## config.mk

```make
export PLATFORM = sky130hd
export DESIGN_NAME = plq_ram
export DESIGN_NICKNAME = d
export VERILOG_FILES = /design/src/hdl/plq_ram.sv
export SDC_FILE = /design/constraint.sdc
export NUM_CORES = 1
export LEC_CHECK = 0
export BUFFER_PORTS_ARGS = -buffer_cell sky130_fd_sc_hd__buf_2
export CAP_MARGIN = 20
export CORE_MARGIN = 2
export CORE_UTILIZATION = 30
export DETAILED_ROUTE_END_ITERATION = 7
export GPL_ROUTABILITY_DRIVEN = 0
export MAX_ROUTING_LAYER = met4
export SETUP_SLACK_MARGIN = 0.4
export SYNTH_ARGS = -nofsm -noshare
export SYNTH_HDL_FRONTEND = slang
export SYNTH_SLANG_ARGS = --single-unit
```

## constraint.sdc

```tcl
create_clock -name clk -period 4.6 [get_ports clk]
set_input_delay 0.69 -clock clk [delete_from_list [all_inputs] [get_ports clk]]
set_output_delay 0.69 -clock clk [all_outputs]
set_load 0.005 [all_outputs]
```

## src/hdl/plq_ram.sv

```systemverilog
// plq_ram: generic simple dual port ram, one write and one registered read port
// no dependencies; read returns the old contents on a same-address write
`timescale 1ns / 1ps

module plq_ram #(
  parameter int WIDTH = 8,
  parameter int DEPTH = 64
) (
  input  logic                     clk,
  input  logic                     we,
  input  logic [$clog2(DEPTH)-1:0] waddr,
  input  logic [WIDTH-1:0]         wdata,
  input  logic [$clog2(DEPTH)-1:0] raddr,
  output logic [WIDTH-1:0]         rdata
);

  logic [WIDTH-1:0] mem [DEPTH];

  always_ff @(posedge clk) begin
    if (we) begin
      mem[waddr] <= wdata;
    end
    rdata <= mem[raddr];
  end

endmodule

```

==> metrics.log <==
INFO  metric tns = 0 ns
INFO  metric syn_inst = 940
INFO  metric drt_drc = 0
INFO  metric worst_hold_path.num_cells = 1
INFO  metric worst_setup_path_startpoint = raddr[0]
INFO  metric post_cts_resized = 0
INFO  metric crit_path_max_fanout = 40
INFO  metric rr_startpoint = mem[21][6]
INFO  metric max_slew_violation_total_from_the_final_report = 0
INFO  metric synth.avg_cell_area = 21.5 µm²
INFO  metric maximum_number_of_pins_on_one_net_before_global_route_repair = 65
INFO  metric sum_of_met2_wire_segment_lengths_after_detailed_routing = 21300 µm
INFO  metric synthesis_stage_register_bit_count = 520
INFO  metric run_status = finished clean
INFO  metric finish.cell_count_without_fillers = 1908
INFO  metric total_wirelength_of_the_detailed_routed_design = 45900 µm
INFO  metric setup-violations-final = 0
INFO  metric leakagePower = 7.01 nW
INFO  metric max_freq = 0.337 GHz
INFO  metric synth_area = 20200 µm²
INFO  metric detailed_place.area = 21300 µm²
INFO  metric die_area = 69300 µm²
INFO  metric finalCriticalPeriod = 2.96 ns
INFO  metric rsz0062_at_grt = false
INFO  metric warning_count_from_the_yosys_run = 0
INFO  metric buffer_ports.inserted = 29
INFO  metric cts_max_level = 2
INFO  metric final_critical_path_share_of_the_clock_period = 64.4%
INFO  metric tightestPinTransition = 1.15 ns
INFO  metric initial_utilization = 30.2%
INFO  metric first_global_vias = 9889
INFO  metric clock_slew_at_reported_path_ffs = 0.07 ns
INFO  metric tritoncts.num_buffers = 50
INFO  metric area_of_the_multi_input_gates = 4320 µm²
INFO  metric antenna_found_initial = 2
INFO  metric wire_per_inst = 24.0 µm
INFO  metric io_pins = 30
INFO  metric synth.yosys.seq_area_share = 77.0%
INFO  metric core_region_area = 66800 µm²
INFO  metric min-delay-start = wdata[1]
INFO  metric setup.worst_path.start_class = input pin
INFO  metric overall_track_demand_over_capacity_in_global_routing = 13.5%
INFO  metric grt_pass1_wl = 67900 µm
INFO  metric pwr_density_cell = 429 nW/µm²
INFO  metric classification_of_the_worst_setup_path = input pin to flip-flop
INFO  metric routed-wl-met3 = 3830 µm
INFO  metric setup_ws = 1.64 ns
INFO  metric design_area = 23000 µm²
INFO  metric area_growth_from_synthesis_to_final_layout = 13.9%
INFO  metric cts.sink_count = 520
INFO  metric setup_slack_at_placement = 1.08 ns
INFO  metric cts_root_buffer = sky130_fd_sc_hd__clkbuf_16
INFO  metric synth.lib_cells_used.distinct = 40
INFO  metric nets = 1015
INFO  metric wl_met1 = 19800 µm
INFO  metric crit_path_end_kind = flip-flop
INFO  metric seq_area = 15500 µm²
INFO  metric reg2reg_depth = 5
INFO  metric skew = 0.0269 ns
INFO  metric drv.max_cap_violation_count = 0
INFO  metric drt_iter0_markers = 1103
INFO  metric filler_cell_count = 6251
INFO  metric critPathRequiredTime = 5.00 ns
INFO  metric detail_route.first_pass.iterations = 5
INFO  metric post_drt_via_cell_ratio = 5.04
INFO  metric clock_latency = 0.57 ns
INFO  metric die_width = 263 µm
INFO  metric clock_tree_from_tritoncts = done
INFO  metric slew_headroom = 23.2%
INFO  metric detail-route-antenna-nets = 0
INFO  metric worst-endpoint-arrival = 3.36 ns
INFO  metric dr_total_vias = 9613
INFO  metric final_common_cell = sky130_fd_sc_hd__edfxtp_1
INFO  metric cts_max_path_buffers = 3
INFO  metric postLayoutCoreUtil = 34.4%
INFO  metric cts.hold.buffers_added = 0
INFO  metric placed_cells = 1810
INFO  metric leading_cell_types_in_the_layout_fill_and_taps_excluded = 512 x sky130_fd_sc_hd__edfxtp_1, 126 x sky130_fd_sc_hd__mux4_2, 83 x sky130_fd_sc_hd__nor2_1
INFO  metric fin_hold_ws = 0.435 ns
INFO  metric core.rowCount = 95
INFO  metric post_route_cells_drive_above_1_share = 26.3%
INFO  metric synth_nets = 962
INFO  metric globalRouteOverflowTotal = 0
INFO  metric maxUsedRoutingLayer = met4
INFO  metric fin_total_pwr = 9.86 mW
INFO  metric detailedPlacementHpwl = 27400 µm
INFO  metric worstHoldPathType = input pin to flip-flop
INFO  metric post-cts-setup-buffers = 0
INFO  metric die_height = 263 µm
INFO  metric timing_hold_violations_final = 0
INFO  metric vdd.ir_drop.worst = 0.225 mV
==> worst max-delay path: stages <==
cell and delay [ns]:
sky130_fd_sc_hd__clkbuf_8 0.37, sky130_fd_sc_hd__buf_12 0.35, sky130_fd_sc_hd__buf_4 0.40, sky130_fd_sc_hd__mux4_2 0.56, sky130_fd_sc_hd__nor2_1 0.12, sky130_fd_sc_hd__nor2_1 0.08, sky130_fd_sc_hd__nor3_1 0.43, sky130_fd_sc_hd__o32ai_1 0.26
==> final timing paths <==
kind / slack [ns] / to
worst max register to register: 2.33 / rdata[6]
worst min register to register: 0.85 / rdata[4]
worst max-delay path: 1.64 / rdata[6]
worst min-delay path: 0.43 / mem[19][1]
==> layer usage <==
metal / global-route usage (%) / vias up
met2: 20.3 / 388
li1: - / 4040
met4: 3.14 / 0
met1: 18.5 / 5108
met5: - / -
met3: 3.56 / 77
==> final cells by class <==
class,instances,area share [%]
Antenna cell,1,0.0109
Clock buffer,61,5.85
Clock inverter,32,1.27
Multi-Input combinational cell,369,18.8
Sequential cell,520,67.6
Tap cell,873,4.76
Timing Repair Buffer,52,1.69
==> Yosys cell counts <==
| cell | n | area share, % |
|---|---|---|
| sky130_fd_sc_hd__edfxtp_1 | 512 | 76 |
| sky130_fd_sc_hd__mux4_2 | 126 | 14 |
| sky130_fd_sc_hd__nor2_1 | 83 | 1.5 |
| sky130_fd_sc_hd__mux2i_1 | 23 | 1.1 |
| sky130_fd_sc_hd__nand2_1 | 19 | 0.35 |
| sky130_fd_sc_hd__clkbuf_1 | 17 | 0.32 |
| sky130_fd_sc_hd__nor2b_1 | 14 | 0.43 |
| sky130_fd_sc_hd__buf_4 | 13 | 0.48 |
| sky130_fd_sc_hd__mux2_2 | 13 | 0.73 |
| sky130_fd_sc_hd__nand3_1 | 13 | 0.32 |
| sky130_fd_sc_hd__buf_2 | 11 | 0.27 |
| sky130_fd_sc_hd__dfxtp_1 | 8 | 0.79 |
| sky130_fd_sc_hd__o221ai_1 | 8 | 0.35 |
| sky130_fd_sc_hd__o22ai_1 | 8 | 0.25 |
| sky130_fd_sc_hd__nand2b_1 | 7 | 0.22 |
| sky130_fd_sc_hd__nor3_1 | 7 | 0.17 |
| sky130_fd_sc_hd__a221oi_1 | 6 | 0.26 |
| sky130_fd_sc_hd__a211oi_1 | 4 | 0.15 |
| sky130_fd_sc_hd__buf_1 | 4 | 0.074 |
| sky130_fd_sc_hd__buf_6 | 4 | 0.22 |
| sky130_fd_sc_hd__a21oi_1 | 3 | 0.074 |
| sky130_fd_sc_hd__a22oi_1 | 3 | 0.11 |
| sky130_fd_sc_hd__nand3b_1 | 3 | 0.11 |
| sky130_fd_sc_hd__o2111ai_1 | 3 | 0.13 |
| sky130_fd_sc_hd__o2bb2ai_1 | 3 | 0.13 |
| sky130_fd_sc_hd__a2111oi_0 | 2 | 0.087 |
| sky130_fd_sc_hd__buf_12 | 2 | 0.20 |
| sky130_fd_sc_hd__nand4_1 | 2 | 0.062 |
| sky130_fd_sc_hd__nor4_1 | 2 | 0.062 |
| sky130_fd_sc_hd__o21a_1 | 2 | 0.074 |
| sky130_fd_sc_hd__o21ai_0 | 2 | 0.050 |
| sky130_fd_sc_hd__o21ai_1 | 2 | 0.050 |
| sky130_fd_sc_hd__o221a_2 | 2 | 0.11 |
| sky130_fd_sc_hd__o32ai_1 | 2 | 0.087 |
| sky130_fd_sc_hd__o41ai_1 | 2 | 0.087 |
| sky130_fd_sc_hd__a31oi_1 | 1 | 0.031 |
| sky130_fd_sc_hd__and2_1 | 1 | 0.031 |
| sky130_fd_sc_hd__nand4b_1 | 1 | 0.043 |
| sky130_fd_sc_hd__o311ai_1 | 1 | 0.043 |
| sky130_fd_sc_hd__or3_1 | 1 | 0.031 |
==> sequential cells by signal (all words and copies together), names as in the netlist <==
name	count
rdata	8
mem	512
==> cell families after synthesis <==
kind of cell    after synthesis  synth area share (%)
buf+inv                      51                  1.57
mux                         162                  15.9
compound gates               54                  2.07
simple gates                153                  3.39
flops                       520                  77.0
==> power breakdown <==
| part | total (mW) | internal [mW] | switching (mW) |
|---|---|---|---|
| Combinational | 0.479 | 0.181 | 0.297 |
| Clock | 4.12 | 2.36 | 1.76 |
| Sequential | 5.26 | 5.24 | 0.0193 |
No activity file was read; power rests on OpenSTA's default activity.
